### src/rtl/assert_macros.svh
// Assertion helpers shared by the RTL; each expects clock and reset in scope.
`ifndef ASSERT_MACROS_SVH
`define ASSERT_MACROS_SVH

`ifndef SYNTHESIS

// Condition that must hold at every clock edge out of reset
`define PPS_ASSERT(lbl, expr, msg) \
   lbl: assert property (@(posedge clock) disable iff (reset) (expr)) else $error(msg);

// Same-cycle implication
`define PPS_ASSERT_IMPL(lbl, ante, cons, msg) \
   lbl: assert property (@(posedge clock) disable iff (reset) (ante) |-> (cons)) \
      else $error(msg);

// Next-cycle implication
`define PPS_ASSERT_NEXT(lbl, ante, cons, msg) \
   lbl: assert property (@(posedge clock) disable iff (reset) (ante) |=> (cons)) \
      else $error(msg);

`else

`define PPS_ASSERT(lbl, expr, msg)
`define PPS_ASSERT_IMPL(lbl, ante, cons, msg)
`define PPS_ASSERT_NEXT(lbl, ante, cons, msg)

`endif

`endif

### src/rtl/pps_pkg.sv
package pps_pkg;

   // Default sizing
   localparam int unsigned MAX_WAYPOINTS_DEF = 1024;
   localparam int unsigned CORDIC_STEPS_DEF  = 16;

   // Field widths
   localparam int unsigned ACTION_W   = 2;
   localparam int unsigned POS_W      = 32;
   localparam int unsigned HEAD_W     = 16;
   localparam int unsigned STEER_W    = 15;
   localparam int unsigned STATUS_W   = 3;
   localparam int unsigned TARGET_W   = 10;
   localparam int unsigned WP_W       = 2 * POS_W;
   localparam int unsigned DIST_W     = 31;
   localparam int unsigned LIMIT_W    = 14;
   localparam int unsigned DIR_W      = 2;
   localparam int unsigned CSR_IDX_W  = 3;
   localparam int unsigned CSR_DATA_W = 31;

   // CORDIC datapath widths
   localparam int unsigned CW     = 50;
   localparam int unsigned ZW     = 36;
   localparam int unsigned STEP_W = 5;

   localparam logic signed [ZW-1:0] HALF_PI  = 36'sd1686629713;
   localparam logic signed [CW-1:0] INV_GAIN = 50'sd652032874;

   // Register indexes
   localparam logic [CSR_IDX_W-1:0] CSR_WHEEL_BASE  = 3'd0;
   localparam logic [CSR_IDX_W-1:0] CSR_LOOK_FWD    = 3'd1;
   localparam logic [CSR_IDX_W-1:0] CSR_ANCHOR_FWD  = 3'd2;
   localparam logic [CSR_IDX_W-1:0] CSR_LOOK_REV    = 3'd3;
   localparam logic [CSR_IDX_W-1:0] CSR_ANCHOR_REV  = 3'd4;
   localparam logic [CSR_IDX_W-1:0] CSR_STEER_LIMIT = 3'd5;
   localparam logic [CSR_IDX_W-1:0] CSR_DRIVE_DIR   = 3'd6;

   // Actions; the spare codes are taken as a pose step
   localparam logic [ACTION_W-1:0] ACT_CLEAR  = 2'd0;
   localparam logic [ACTION_W-1:0] ACT_APPEND = 2'd1;

   // Drive directions; anything above reverse means neither
   localparam logic [DIR_W-1:0] DIR_FORWARD = 2'd0;
   localparam logic [DIR_W-1:0] DIR_REVERSE = 2'd1;

   // Result status codes
   localparam logic [STATUS_W-1:0] STAT_STEERED  = 3'd0;
   localparam logic [STATUS_W-1:0] STAT_NO_WP    = 3'd1;
   localparam logic [STATUS_W-1:0] STAT_STORED   = 3'd2;
   localparam logic [STATUS_W-1:0] STAT_DROPPED  = 3'd3;
   localparam logic [STATUS_W-1:0] STAT_CLEARED  = 3'd4;

   typedef enum logic [3:0] {
      OP_NONE,
      OP_LATCH,
      OP_ZERO,
      OP_LOAD,
      OP_QTURN,
      OP_ROT,
      OP_SQX,
      OP_SQY,
      OP_SQL,
      OP_VINIT,
      OP_VEC,
      OP_RINIT,
      OP_MUL1,
      OP_MUL2,
      OP_MUL3,
      OP_FINAL
   } dp_op_type;

   typedef struct packed {
      dp_op_type         op;
      logic [STEP_W-1:0] step;
   } dp_cmd_type;

   typedef struct packed {
      logic side_ok;
      logic dist_ok;
   } dp_status_type;

   typedef struct packed {
      logic [DIST_W-1:0]  wheel_base;
      logic [DIST_W-1:0]  look_fwd;
      logic [DIST_W-1:0]  anchor_fwd;
      logic [DIST_W-1:0]  look_rev;
      logic [DIST_W-1:0]  anchor_rev;
      logic [LIMIT_W-1:0] steer_limit;
      logic [DIR_W-1:0]   drive_direction;
   } cfg_type;

   // atan(2^-i), 2^30 per radian
   function automatic logic signed [ZW-1:0] atan_entry(input logic [STEP_W-1:0] i);
      logic signed [ZW-1:0] v;
      case (i)
         5'd0:    v = 36'sh03243F6A8;
         5'd1:    v = 36'sh01DAC6705;
         5'd2:    v = 36'sh00FADBAFC;
         5'd3:    v = 36'sh007F56EA6;
         5'd4:    v = 36'sh003FEAB76;
         5'd5:    v = 36'sh001FFD55B;
         5'd6:    v = 36'sh000FFFAAA;
         5'd7:    v = 36'sh0007FFF55;
         5'd8:    v = 36'sh0003FFFEA;
         5'd9:    v = 36'sh0001FFFFD;
         5'd10:   v = 36'sh0000FFFFF;
         5'd11:   v = 36'sh00007FFFF;
         5'd12:   v = 36'sh00003FFFF;
         5'd13:   v = 36'sh00001FFFF;
         5'd14:   v = 36'sh00000FFFF;
         5'd15:   v = 36'sh000007FFF;
         5'd16:   v = 36'sh000003FFF;
         5'd17:   v = 36'sh000001FFF;
         5'd18:   v = 36'sh000000FFF;
         5'd19:   v = 36'sh0000007FF;
         5'd20:   v = 36'sh0000003FF;
         5'd21:   v = 36'sh0000001FF;
         5'd22:   v = 36'sh0000000FF;
         5'd23:   v = 36'sh00000007F;
         5'd24:   v = 36'sh00000003F;
         5'd25:   v = 36'sh00000001F;
         5'd26:   v = 36'sh00000000F;
         5'd27:   v = 36'sh000000008;
         5'd28:   v = 36'sh000000004;
         5'd29:   v = 36'sh000000002;
         5'd30:   v = 36'sh000000001;
         default: v = 36'sh000000000;
      endcase
      return v;
   endfunction

endpackage

### src/rtl/pps_ctrl.sv
`include "assert_macros.svh"

module pps_ctrl #(
   parameter int unsigned MAX_WAYPOINTS = pps_pkg::MAX_WAYPOINTS_DEF,
   parameter int unsigned CORDIC_STEPS  = pps_pkg::CORDIC_STEPS_DEF
) (
   input  logic                               clock,
   input  logic                               reset,
   input  logic                               req_valid,
   output logic                               req_ready,
   input  logic [pps_pkg::ACTION_W-1:0]       req_action,
   output logic                               rsp_valid,
   input  logic                               rsp_ready,
   output logic [pps_pkg::STATUS_W-1:0]       rsp_status,
   output logic [pps_pkg::TARGET_W-1:0]       rsp_target_index,
   input  logic [pps_pkg::DIR_W-1:0]          drive_direction,
   input  pps_pkg::dp_status_type             dp_status,
   output pps_pkg::dp_cmd_type                cmd,
   output logic                               ram_we,
   output logic [$clog2(MAX_WAYPOINTS)-1:0]   ram_waddr,
   output logic                               ram_re,
   output logic [$clog2(MAX_WAYPOINTS)-1:0]   ram_raddr
);

   localparam int unsigned AW = $clog2(MAX_WAYPOINTS);
   localparam int unsigned LW = AW + 1;
   localparam int unsigned SW = $clog2(CORDIC_STEPS);

   typedef enum logic [4:0] {
      S_IDLE,
      S_RD,
      S_LOAD,
      S_SCAN_QT,
      S_SCAN_IT,
      S_SQX,
      S_SQY,
      S_SQL,
      S_CHECK,
      S_V1_INIT,
      S_V1_IT,
      S_RINIT,
      S_ETA_QT,
      S_ETA_IT,
      S_MUL1,
      S_MUL2,
      S_MUL3,
      S_V2_INIT,
      S_V2_IT,
      S_FINAL,
      S_MISS
   } state_type;

   state_type                   state_ff, state_in;
   logic [AW-1:0]               idx_ff, idx_in;
   logic [LW-1:0]               len_ff, len_in;
   logic [SW-1:0]               cnt_ff, cnt_in;
   logic [1:0]                  qt_ff, qt_in;
   logic                        rsp_valid_ff, rsp_valid_in;
   logic [pps_pkg::STATUS_W-1:0] status_ff, status_in;

   logic          out_free, accept, last_step, more, full;
   logic [LW-1:0] idx_next, len_last;

   assign out_free  = !rsp_valid_ff || rsp_ready;
   assign req_ready = (state_ff == S_IDLE) && out_free;
   assign accept    = req_valid && req_ready;
   assign last_step = (cnt_ff == SW'(CORDIC_STEPS - 1));
   assign idx_next  = {1'b0, idx_ff} + LW'(1);
   assign more      = (idx_next < len_ff);
   assign full      = (len_ff >= LW'(MAX_WAYPOINTS));
   assign len_last  = len_ff - LW'(1);

   // Sequencer
   always_comb begin
      state_in     = state_ff;
      idx_in       = idx_ff;
      len_in       = len_ff;
      cnt_in       = cnt_ff;
      qt_in        = qt_ff;
      rsp_valid_in = rsp_valid_ff && !rsp_ready;
      status_in    = status_ff;
      cmd.op       = pps_pkg::OP_NONE;
      cmd.step     = pps_pkg::STEP_W'(cnt_ff);
      ram_we       = 1'b0;
      ram_re       = 1'b0;
      case (state_ff)
         S_IDLE: begin
            if (accept) begin
               case (req_action)
                  pps_pkg::ACT_CLEAR: begin
                     cmd.op       = pps_pkg::OP_ZERO;
                     len_in       = '0;
                     idx_in       = '0;
                     rsp_valid_in = 1'b1;
                     status_in    = pps_pkg::STAT_CLEARED;
                  end
                  pps_pkg::ACT_APPEND: begin
                     cmd.op       = pps_pkg::OP_ZERO;
                     rsp_valid_in = 1'b1;
                     if (!full) begin
                        ram_we    = 1'b1;
                        len_in    = len_ff + LW'(1);
                        status_in = pps_pkg::STAT_STORED;
                     end else begin
                        status_in = pps_pkg::STAT_DROPPED;
                     end
                  end
                  default: begin
                     cmd.op = pps_pkg::OP_LATCH;
                     if (len_ff == '0 || drive_direction > pps_pkg::DIR_REVERSE) begin
                        state_in = S_MISS;
                     end else begin
                        state_in = S_RD;
                     end
                  end
               endcase
            end
         end
         S_RD: begin
            ram_re   = 1'b1;
            state_in = S_LOAD;
         end
         S_LOAD: begin
            cmd.op   = pps_pkg::OP_LOAD;
            qt_in    = '0;
            state_in = S_SCAN_QT;
         end
         S_SCAN_QT: begin
            cmd.op = pps_pkg::OP_QTURN;
            qt_in  = qt_ff + 2'd1;
            if (qt_ff == 2'd3) begin
               cnt_in   = '0;
               state_in = S_SCAN_IT;
            end
         end
         S_SCAN_IT: begin
            cmd.op = pps_pkg::OP_ROT;
            cnt_in = cnt_ff + SW'(1);
            if (last_step) begin
               state_in = S_SQX;
            end
         end
         S_SQX: begin
            cmd.op   = pps_pkg::OP_SQX;
            state_in = S_SQY;
         end
         S_SQY: begin
            cmd.op   = pps_pkg::OP_SQY;
            state_in = S_SQL;
         end
         S_SQL: begin
            cmd.op   = pps_pkg::OP_SQL;
            state_in = S_CHECK;
         end
         S_CHECK: begin
            if (dp_status.side_ok && dp_status.dist_ok) begin
               state_in = S_V1_INIT;
            end else if (more) begin
               idx_in   = idx_next[AW-1:0];
               state_in = S_RD;
            end else begin
               state_in = S_MISS;
            end
         end
         S_V1_INIT: begin
            cmd.op   = pps_pkg::OP_VINIT;
            cnt_in   = '0;
            state_in = S_V1_IT;
         end
         S_V1_IT: begin
            cmd.op = pps_pkg::OP_VEC;
            cnt_in = cnt_ff + SW'(1);
            if (last_step) begin
               state_in = S_RINIT;
            end
         end
         S_RINIT: begin
            cmd.op   = pps_pkg::OP_RINIT;
            qt_in    = '0;
            state_in = S_ETA_QT;
         end
         S_ETA_QT: begin
            cmd.op = pps_pkg::OP_QTURN;
            qt_in  = qt_ff + 2'd1;
            if (qt_ff == 2'd3) begin
               cnt_in   = '0;
               state_in = S_ETA_IT;
            end
         end
         S_ETA_IT: begin
            cmd.op = pps_pkg::OP_ROT;
            cnt_in = cnt_ff + SW'(1);
            if (last_step) begin
               state_in = S_MUL1;
            end
         end
         S_MUL1: begin
            cmd.op   = pps_pkg::OP_MUL1;
            state_in = S_MUL2;
         end
         S_MUL2: begin
            cmd.op   = pps_pkg::OP_MUL2;
            state_in = S_MUL3;
         end
         S_MUL3: begin
            cmd.op   = pps_pkg::OP_MUL3;
            state_in = S_V2_INIT;
         end
         S_V2_INIT: begin
            cmd.op   = pps_pkg::OP_VINIT;
            cnt_in   = '0;
            state_in = S_V2_IT;
         end
         S_V2_IT: begin
            cmd.op = pps_pkg::OP_VEC;
            cnt_in = cnt_ff + SW'(1);
            if (last_step) begin
               state_in = S_FINAL;
            end
         end
         S_FINAL: begin
            if (out_free) begin
               cmd.op       = pps_pkg::OP_FINAL;
               rsp_valid_in = 1'b1;
               status_in    = pps_pkg::STAT_STEERED;
               state_in     = S_IDLE;
            end
         end
         S_MISS: begin
            // No waypoint: park on the last entry, or zero for an empty path
            if (out_free) begin
               cmd.op       = pps_pkg::OP_ZERO;
               rsp_valid_in = 1'b1;
               status_in    = pps_pkg::STAT_NO_WP;
               idx_in       = (len_ff == '0) ? '0 : len_last[AW-1:0];
               state_in     = S_IDLE;
            end
         end
         default: begin
            state_in = S_IDLE;
         end
      endcase
   end

   always_ff @(posedge clock) begin
      if (reset) begin
         state_ff     <= S_IDLE;
         idx_ff       <= '0;
         len_ff       <= '0;
         cnt_ff       <= '0;
         qt_ff        <= '0;
         rsp_valid_ff <= 1'b0;
      end else begin
         state_ff     <= state_in;
         idx_ff       <= idx_in;
         len_ff       <= len_in;
         cnt_ff       <= cnt_in;
         qt_ff        <= qt_in;
         rsp_valid_ff <= rsp_valid_in;
      end
      status_ff <= status_in;
   end

   assign ram_waddr        = len_ff[AW-1:0];
   assign ram_raddr        = idx_ff;
   assign rsp_valid        = rsp_valid_ff;
   assign rsp_status       = status_ff;
   assign rsp_target_index = pps_pkg::TARGET_W'(idx_ff);

   `PPS_ASSERT(a_len_bound, (len_ff <= LW'(MAX_WAYPOINTS)), "path length beyond capacity")
   `PPS_ASSERT_IMPL(a_idx_in_path, (state_ff == S_IDLE && len_ff != '0), ({1'b0, idx_ff} < len_ff), "search index beyond path end")
   `PPS_ASSERT_NEXT(a_found_keeps_idx, (state_ff == S_CHECK && dp_status.side_ok && dp_status.dist_ok), (idx_ff == $past(idx_ff)), "index moved on a hit")
   `PPS_ASSERT_IMPL(a_busy_no_beat, (state_ff != S_IDLE && state_ff != S_FINAL && state_ff != S_MISS), (!rsp_valid_ff), "result beat pending during a scan")

endmodule

### config.mk
export PLATFORM = sky130hd
export DESIGN_NAME = pps_ctrl
export DESIGN_NICKNAME = d
export VERILOG_FILES = /design/src/rtl/pps_pkg.sv /design/src/rtl/pps_ctrl.sv
export VERILOG_INCLUDE_DIRS = /design/src /design/src/rtl
export SDC_FILE = /design/constraint.sdc
export NUM_CORES = 1
export LEC_CHECK = 0
export BUFFER_PORTS_ARGS = -buffer_cell sky130_fd_sc_hd__clkbuf_2
export CAP_MARGIN = 5
export CORE_MARGIN = 2
export CORE_UTILIZATION = 56
export DETAILED_ROUTE_END_ITERATION = 10
export PLACE_DENSITY = 0.8
export SETUP_SLACK_MARGIN = 0.15
export SYNTH_ARGS = -nofsm -noshare
export SYNTH_HDL_FRONTEND = slang
export SYNTH_SLANG_ARGS = --single-unit
### constraint.sdc
create_clock -name clock -period 3.81 [get_ports clock]
set_input_delay 0.381 -clock clock [delete_from_list [all_inputs] [get_ports clock]]
set_output_delay 0.381 -clock clock [all_outputs]
set_load 0.01 [all_outputs]
==> results of run 1 <==
-- flip-flops by register name, summed over array words and instances, names as in the netlist --
name	flops
qt_ff	2
state_ff	5
rsp_status	3
cnt_ff	4
ram_raddr	10
len_ff	11
rsp_valid	1
-- critical path, stage by stage, from the launching register on --
cell and delay (ps):
dfxtp_1 460, ha_1 280, nand3_1 120, or2_2 360
xnor2_1 140, ha_1 290, a21o_1 160, a221o_1 340
a41oi_1 320, o211ai_1 170, buf_4 190, o311ai_0 290
o31ai_1 120
-- per-layer routing --
metal / GRT usage / up-vias / routed length, um / share of wire
li1: - / 1445 / - / -
met1: 0.3265 / 1331 / 3284 / 0.44
met2: 0.4298 / 103 / 3620 / 0.48
met3: 0.04235 / 23 / 418 / 0.056
met4: 0.09818 / 0 / 195 / 0.026
met5: 0 / - / 0 / 0
-- cell type report --
cell class / instances / area [um^2] / share of cell area
timing repair buffer: 61 / 325.3 / 0.1005
sequential: 36 / 750.7 / 0.2318
clock buffer: 8 / 100.1 / 0.03091
tap: 70 / 87.58 / 0.02705
inverter: 22 / 82.58 / 0.02550
multi-input combinational: 282 / 1892 / 0.5842
-- power groups by stage --
stage / logic [uW] / registers [uW] / clock network, uW
after floorplan: 839 / 497 / 0
after global placement: 1020 / 534 / 0
after CTS: 1050 / 527 / 318
after global routing: 1170 / 538 / 328
final: 1060 / 530 / 311
after detailed placement: 1040 / 535 / 0
-- per-stage QoR --
| stage | hold WS (ps) | power, uW | cell area, um^2 | std cells |
|---|---|---|---|---|
| finish | 472.7 | 1903 | 3238 | 479 |
| detailed placement | 510.1 | 1576 | 3138 | 471 |
| global route | 513.3 | 2031 | 3238 | 479 |
| global placement | 494.4 | 1555 | 3138 | 471 |
| CTS | 471.6 | 1892 | 3238 | 479 |
| floorplan | 481.5 | 1337 | 2975 | 382 |
-- layout by cell type, fill, tap and decap left out, types with 3 or more instances in the layout --
| cell | n |
|---|---|
| nand2_1 | 23 |
| or2_2 | 4 |
| ha_1 | 15 |
| nand4_1 | 5 |
| nor2_1 | 38 |
| nor2b_1 | 3 |
| a41oi_1 | 3 |
| o31ai_1 | 7 |
| clkbuf_8 | 7 |
| o311ai_0 | 6 |
| buf_4 | 8 |
| o41ai_1 | 3 |
| nand2b_1 | 10 |
| or4_1 | 3 |
| clkbuf_2 | 53 |
| nor3_1 | 9 |
| nor4_1 | 5 |
| and3_1 | 4 |
| a21oi_1 | 18 |
| dfxtp_1 | 33 |
| inv_1 | 21 |
| a211oi_1 | 11 |
| nor4_2 | 3 |
| o32a_1 | 5 |
| xnor2_1 | 22 |
| nand3_1 | 16 |
| a31oi_1 | 5 |
| o22ai_1 | 3 |
| a21o_1 | 6 |
| o21ai_0 | 12 |
| edfxtp_1 | 3 |
-- how the worst min path moves through the flow --
stage	to	depth (start not counted)	slack, ps	start
final	len_ff[1]	4	470	req_action[1]
after global routing	len_ff[1]	4	510	req_action[1]
after CTS	len_ff[1]	4	470	req_action[1]
after detailed placement	qt_ff[1]	2	510	qt_ff[1]
after global placement	qt_ff[1]	2	490	qt_ff[1]
after floorplan	qt_ff[1]	2	480	qt_ff[1]
-- cell families after synthesis --
kind of cell    after synthesis  share of synthesized area
compound gates              105                     0.2565
xor+xnor                     24                    0.07065
fa+ha+maj                    15                    0.06308
buf+inv                      64                     0.1140
flops                        36                     0.2523
mux                           2                   0.006729
other cells                   1                   0.001260
simple gates                135                     0.2355
==> impl_metrics.toml, run 1 <==
[timing]
clock.fmax_mhz = 294.9
slew_headroom = 0.4026
worst_pin_slew_ps = 894.9
final_min_period_over_clock_period = 0.8899
rsz0062_at_grt = "no"
setup_slack_ps = 419.4
hold_viol = 0
setup-tns-final_ps = 0
setup_viol = 0
fin_crit_ps = 3391
finalClockSkew_ps = 10.25
maxSlewViolCount = 0

[setup_path]
endpoint = "ram_raddr[5]"
timing.rr.start = "ram_raddr[0]"
reg2reg_setup_slack_ps = 420
critPathLaunchType = "flip-flop"
rr_worst_depth = 12
crit_type = "flip-flop to flip-flop"
required_ps = 3970
worstPathMaxFanout = 9
crit_start = "ram_raddr[0]"
arrival_ps = 3550
worstSetupEndpointType = "flip-flop"
r2r-end = "ram_raddr[5]"

[cts]
post_cts_buffers = 0
cts-resized-gates = 0
cts_buffer_depth = 2
path_clk_slew_ps = 80
ctsHtreeMaxLevel = 2
cts_hold_buf = 0
cts_sinks = 36
cts_root_buffer = "clkbuf_8"
cts_buffers = 5
clk-insertion-delay-late_ps = 300
cts_tree = "built"

[layout]
num-fill-cells = 465
area_growth_pct = 8.831
drive_gt1_frac = 0.1956
num_antenna_cells = 0
final_core_util = 0.6340
nets = 433

[power]
ir_drop_mv = 0.4475
power_density_nw_per_um2 = 587.6
leakage_uw = 0.001303
clkPwrFrac = 0.163
combPwrFrac = 0.558
p_sw_uw = 895.0
switching_share = 0.4704
intPower_uw = 1008
seqPwrFrac = 0.279

[yosys]
ys_ff_latch = 36
netlist_area_um2 = 2975
synth.distinct_cells = 64
yosys-top-cells-count = "38 x nor2_1, 33 x dfxtp_1, 23 x nand2_1"
synth_edf_count = 3
syn-num-nets = 407
synth_cells = 382
ys_warn_count = 0
async_flop_share = 0
synth_top_area_cell = "dfxtp_1"
synth_most_common_cell = "nor2_1"
syn_area_per_cell_um2 = 7.789
ys.flop_type = "dfxtp_1"
synth.top_cells.by_area = "dfxtp_1 22%, xnor2_1 6.5%, ha_1 6.3%"
yosysSeqAreaShare = 0.2523
synth_top_cell_area_share = 0.2220

[grt]
grt_overflow = 0
grt_pass1_wl_um = 12340
antenna_found_initial = 0
track_usage = 0.2556
grt_max_degree = 31
grt_pass1_vias = 2632

[drt]
via_per_inst = 6.058
dr.pass1.iters = 5
drtIter0Drc = 148
ant_nets = 0
wl_per_cell_um = 15.70
drcViolationCount = 0
wl_um = 7519
vias = 2902

[floorplan]
io_pins = 56
die-width_um = 76.89
dieHeight_um = 76.89
core_area_um2 = 5107
num_rows = 26
dieArea_um2 = 5912
start_util = 0.5826

[placement]
hpwl_um = 5517
post-place-ws_ps = 497.1
numPortBuffers = 53
gp_congestion = 0.9054

[run]
drv_cap = 0

[outcome]
status = "completed"

[min_path]
min_path_type = "input port to flip-flop"
No activity file was read; power rests on OpenSTA's default activity.
==> inputs of run 2 (changes only) <==
--- a/config.mk
+++ b/config.mk
@@ -12,6 +12,7 @@
 export CORE_UTILIZATION = 56
 export DETAILED_ROUTE_END_ITERATION = 10
 export PLACE_DENSITY = 0.8
+export RECOVER_POWER = 100
 export SETUP_SLACK_MARGIN = 0.15
 export SYNTH_ARGS = -nofsm -noshare
 export SYNTH_HDL_FRONTEND = slang
==> impl_metrics.toml, run 2 (synthesis results as in run 1) <==
[layout]
nets = 433
area_growth_pct = 5.971
drive_gt1_frac = 0.07824
stdcell_count = 479
num-fill-cells = 501
num_antenna_cells = 0
regMostFlops = "len_ff"
layout_common_cells = "44 x clkbuf_1, 38 x nor2_1, 33 x dfxtp_1"
final_common_cell = "clkbuf_1"
largest_register_ffs = 11
regArea_um2 = 750.7
multi_input_area_um2 = 1863

[timing]
worst_pin_slew_ps = 1008
rsz0062_at_grt = "no"
hold_viol = 0
fin_crit_ps = 3383
finalClockSkew_ps = 10.54
final_min_period_over_clock_period = 0.8879
setup_viol = 0
setup_slack_ps = 427.0
clock.fmax_mhz = 295.6
setup-tns-final_ps = 0
slew_headroom = 0.3209
maxSlewViolCount = 0

[floorplan]
num_rows = 26
die-width_um = 76.89
core_area_um2 = 5107
dieHeight_um = 76.89
dieArea_um2 = 5912
io_pins = 56
start_util = 0.5826

[cts]
cts-resized-gates = 0
cts_root_buffer = "clkbuf_8"
cts_sinks = 36
cts_buffer_depth = 2
ctsHtreeMaxLevel = 2
cts_hold_buf = 0
clk-insertion-delay-late_ps = 300
cts_buffers = 5
post_cts_buffers = 0
path_clk_slew_ps = 80
cts_tree = "built"

[drt]
drcViolationCount = 0
ant_nets = 0
wl_per_cell_um = 15.79
drtIter0Drc = 187
dr.pass1.iters = 5
wl_um = 7563
via_per_inst = 6.090
vias = 2917

[grt]
grt.busiest_layer = "met2"
grtUsageMet1 = 0.3265
grt_pass1_vias = 2632
track_usage = 0.2556
antenna_found_initial = 0
grt_pass1_wl_um = 12340
grt_overflow = 0
met2_usage = 0.4298
grt_max_degree = 31
grtUsageMet3 = 0.04235

[power]
leakage_uw = 0.001152
ir_drop_mv = 0.4449
power_density_nw_per_um2 = 590.2

[placement]
numPortBuffers = 53
hpwl_um = 5517
dp.cells = 471
post-place-ws_ps = 497.1
gp_congestion = 0.9054

[setup_path]
worstPathMaxFanout = 9
critPathLaunchType = "flip-flop"
worstSetupEndpointType = "flip-flop"
arrival_ps = 3540
required_ps = 3970
crit_type = "flip-flop to flip-flop"

[min_path]
min_path_type = "input port to flip-flop"

[outcome]
status = "completed"

[run]
drv_cap = 0
[run 2: cell types whose count changed in the layout (fill, tap and decap cells not counted)]
cell,delta
o21ai_2,-1
a21oi_1,+1
or4_1,+2
nor4_2,-1
o21ai_0,+1
nor4_1,+1
clkbuf_1,+43
buf_4,-1
clkbuf_2,-42
a21oi_4,-1
or4_4,-2
[run 2: path summary, 6_finish.rpt]
| kind | slack [ps] | start | to | depth (start not counted) |
|---|---|---|---|---|
| worst min register to register | 520 | ram_raddr[1] | ram_raddr[1] | 2 |
| worst min-delay path | 480 | req_action[1] | len_ff[1] | 4 |
| worst max-delay path | 430 | ram_raddr[0] | ram_raddr[5] | 12 |
| worst max register to register | 430 | ram_raddr[0] | ram_raddr[5] | 12 |
[run 2: stage by stage]
| stage | utilization | total power [uW] | hold slack [ps] | instance area, um^2 |
|---|---|---|---|---|
| after floorplan | - | 1337 | 481.5 | 2975 |
| after global placement | 0.6144 | 1555 | 494.4 | 3138 |
| after detailed placement | 0.6144 | 1576 | 510.1 | 3138 |
| after CTS | 0.6340 | 1892 | 471.6 | 3238 |
| after global routing | 0.6173 | 1988 | 513.5 | 3153 |
| final | 0.6173 | 1861 | 476.5 | 3153 |
[run 2: power by group]
part	internal (uW)	switching (uW)	total, uW
sequential	438	90.4	528
clock	165	147	312
combinational	369	652	1020
total	972	889	1860
[run 2: final cells by class]
type,instances,share of cell area
multi-input cells,282,0.5909
flip-flops and latches,36,0.2381
repair buffers,61,0.08532
clock buffers,8,0.03175
well taps,70,0.02778
inverters,22,0.02619
[run 2: per-layer routing]
metal	wire (um)	part of all wire
met5	0	0
met4	191	0.025
met3	431	0.057
met2	3581	0.47
met1	3359	0.44
[run 2: worst max-delay path, stage by stage, from the launching register on]
cell      delay (ps)
dfxtp_1          460
ha_1             280
nand3_1          120
or2_2            360
xnor2_1          140
ha_1             290
a21o_1           160
a221o_1          340
a41oi_1          310
o211ai_1         170
buf_4            190
o311ai_0         300
o31ai_1          130
==> inputs of run 3 (changes only) <==
--- a/config.mk
+++ b/config.mk
@@ -13,7 +13,7 @@
 export DETAILED_ROUTE_END_ITERATION = 10
 export PLACE_DENSITY = 0.8
 export RECOVER_POWER = 100
-export SETUP_SLACK_MARGIN = 0.15
+export SETUP_SLACK_MARGIN = 0.5
 export SYNTH_ARGS = -nofsm -noshare
 export SYNTH_HDL_FRONTEND = slang
 export SYNTH_SLANG_ARGS = --single-unit
==> impl_metrics.toml, run 3 (synthesis results as in run 1) <==
[run]
drv_cap = 0

[layout]
regMostFlops = "len_ff"
final_core_util = 0.6193
drive_gt1_frac = 0.08537
area_growth_pct = 6.308
largest_register_ffs = 11
num_antenna_cells = 0
final_common_cell = "clkbuf_1"
layout_common_cells = "42 x clkbuf_1, 38 x nor2_1, 33 x dfxtp_1"
nets = 434

[timing]
hold_viol = 0
slew_headroom = 0.3283
setup-tns-final_ps = 0
maxSlewViolCount = 0
clock.fmax_mhz = 298.5
worst_pin_slew_ps = 996.9
rsz0062_at_grt = "no"
timing.hold.ws_ps = 476.7
final_min_period_over_clock_period = 0.8794
setup_viol = 0
finalClockSkew_ps = 10.32
fin_crit_ps = 3350

[setup_path]
path_delay_family = "compound AO/OA/AOI/OAI gates"
required_ps = 3970
crit_start = "ram_raddr[0]"
rr_worst_depth = 12
worstSetupEndpointType = "flip-flop"
cpMostUsedCell = "ha_1"
slowest_delay_ps = 480
critPathLaunchType = "flip-flop"
worst-path-buf-inv = 1
path_cells = "ha_1, nand3_1, or2_2, xnor2_1, ha_1, a21o_1, a221o_1, a41oi_1, o211ai_1, buf_4, o311ai_0, o31ai_1"
arrival_ps = 3510
cp_num_cells = 12
crit_type = "flip-flop to flip-flop"
critPathSlowestCell = "dfxtp_1"
timing.rr.start = "ram_raddr[0]"
worstPathMaxFanout = 9

[placement]
gp_congestion = 0.9054
numPortBuffers = 53
hpwl_um = 5517

[power]
power_density_nw_per_um2 = 594.4
ir_drop_mv = 0.4444
leakage_uw = 0.001163

[grt]
grtUsageMet3 = 0.04235
grt_overflow = 0
grt.busiest_layer = "met2"
grtUsageMet1 = 0.3265
met2_usage = 0.4298
antenna_found_initial = 0
grt_pass1_vias = 2635
grt_pass1_wl_um = 12350
track_usage = 0.2556
grt_max_degree = 31

[drt]
via_per_inst = 6.194
drcViolationCount = 0
dr.pass1.iters = 5
ant_nets = 0
wl_per_cell_um = 15.76
wl_um = 7564
vias = 2973
drtIter0Drc = 178

[min_path]
holdPathStages = 4
min_path_type = "input port to flip-flop"
hp-start = "req_action[1]"

[floorplan]
die-width_um = 76.89
num_rows = 26
dieArea_um2 = 5912
dieHeight_um = 76.89
io_pins = 56
start_util = 0.5826
core_area_um2 = 5107

[cts]
cts_root_buffer = "clkbuf_8"
ctsHtreeMaxLevel = 2
cts_sinks = 36
path_clk_slew_ps = 80
cts_buffers = 5
cts_buffer_depth = 2
clk-insertion-delay-late_ps = 300
cts_tree = "built"

[outcome]
status = "completed"
-- run 3: changes by cell type in the layout (fill, tap and decap cells not counted) --
cell      change
clkbuf_1      -2
clkbuf_2      +2
clkbuf_4      +1
o311ai_0      -2
o311ai_1      +2
-- run 3: metrics by stage --
| step | total power (uW) | cells | worst slack [ps] | cell area (um^2) |
|---|---|---|---|---|
| 2_1_floorplan | 1337 | 382 | 597.4 | 2975 |
| 3_3_place_gp | 1555 | 471 | 570.5 | 3138 |
| 3_5_place_dp | 1576 | 471 | 497.1 | 3138 |
| 4_1_cts | 1900 | 479 | 548.2 | 3246 |
| 5_1_grt | 2012 | 480 | 316.4 | 3163 |
| 6_report | 1880 | 480 | 459.5 | 3163 |
-- run 3: layout make-up --
class,instances,area [um^2]
Fill cell,497,1944
Multi-Input combinational cell,282,1863
Sequential cell,36,750.7
Timing Repair Buffer,62,279.0
Clock buffer,8,100.1
Tap cell,70,87.58
Inverter,22,82.58
-- run 3: report_power, final --
part / total (uW) / switching [uW] / internal [uW] / leakage [uW]
combinational: 1040 / 658 / 384 / 0.000817
clock: 310 / 145 / 165 / 0.0000515
sequential: 528 / 90.7 / 438 / 0.000295
total: 1880 / 893 / 987 / 0.00116
-- run 3: timing repair --
item / in CTS / in global routing
hold buffers: 0 / 0
setup buffers: 0 / 1
setup endpoints to repair: 7 / 10
gates resized for setup: 1 / 6
-- run 3: worst min-delay path, cell delays in order --
cell and delay, ps:
clkbuf_2 130, nor2b_1 70, nand3_1 80, a21oi_1 60
-- run 3: path summary, 6_finish.rpt --
| kind | endpoint | slack (ps) |
|---|---|---|
| setup / recovery | ram_raddr[5] | 460 |
| hold / removal | len_ff[1] | 480 |
| setup reg to reg | ram_raddr[5] | 460 |
| hold reg to reg | ram_raddr[1] | 520 |
-- run 3: layer usage --
| layer | up-vias | share of wire |
|---|---|---|
| li1 | 1444 | - |
| met1 | 1380 | 0.44 |
| met2 | 130 | 0.48 |
| met3 | 19 | 0.059 |
| met4 | 0 | 0.024 |
| met5 | - | 0 |
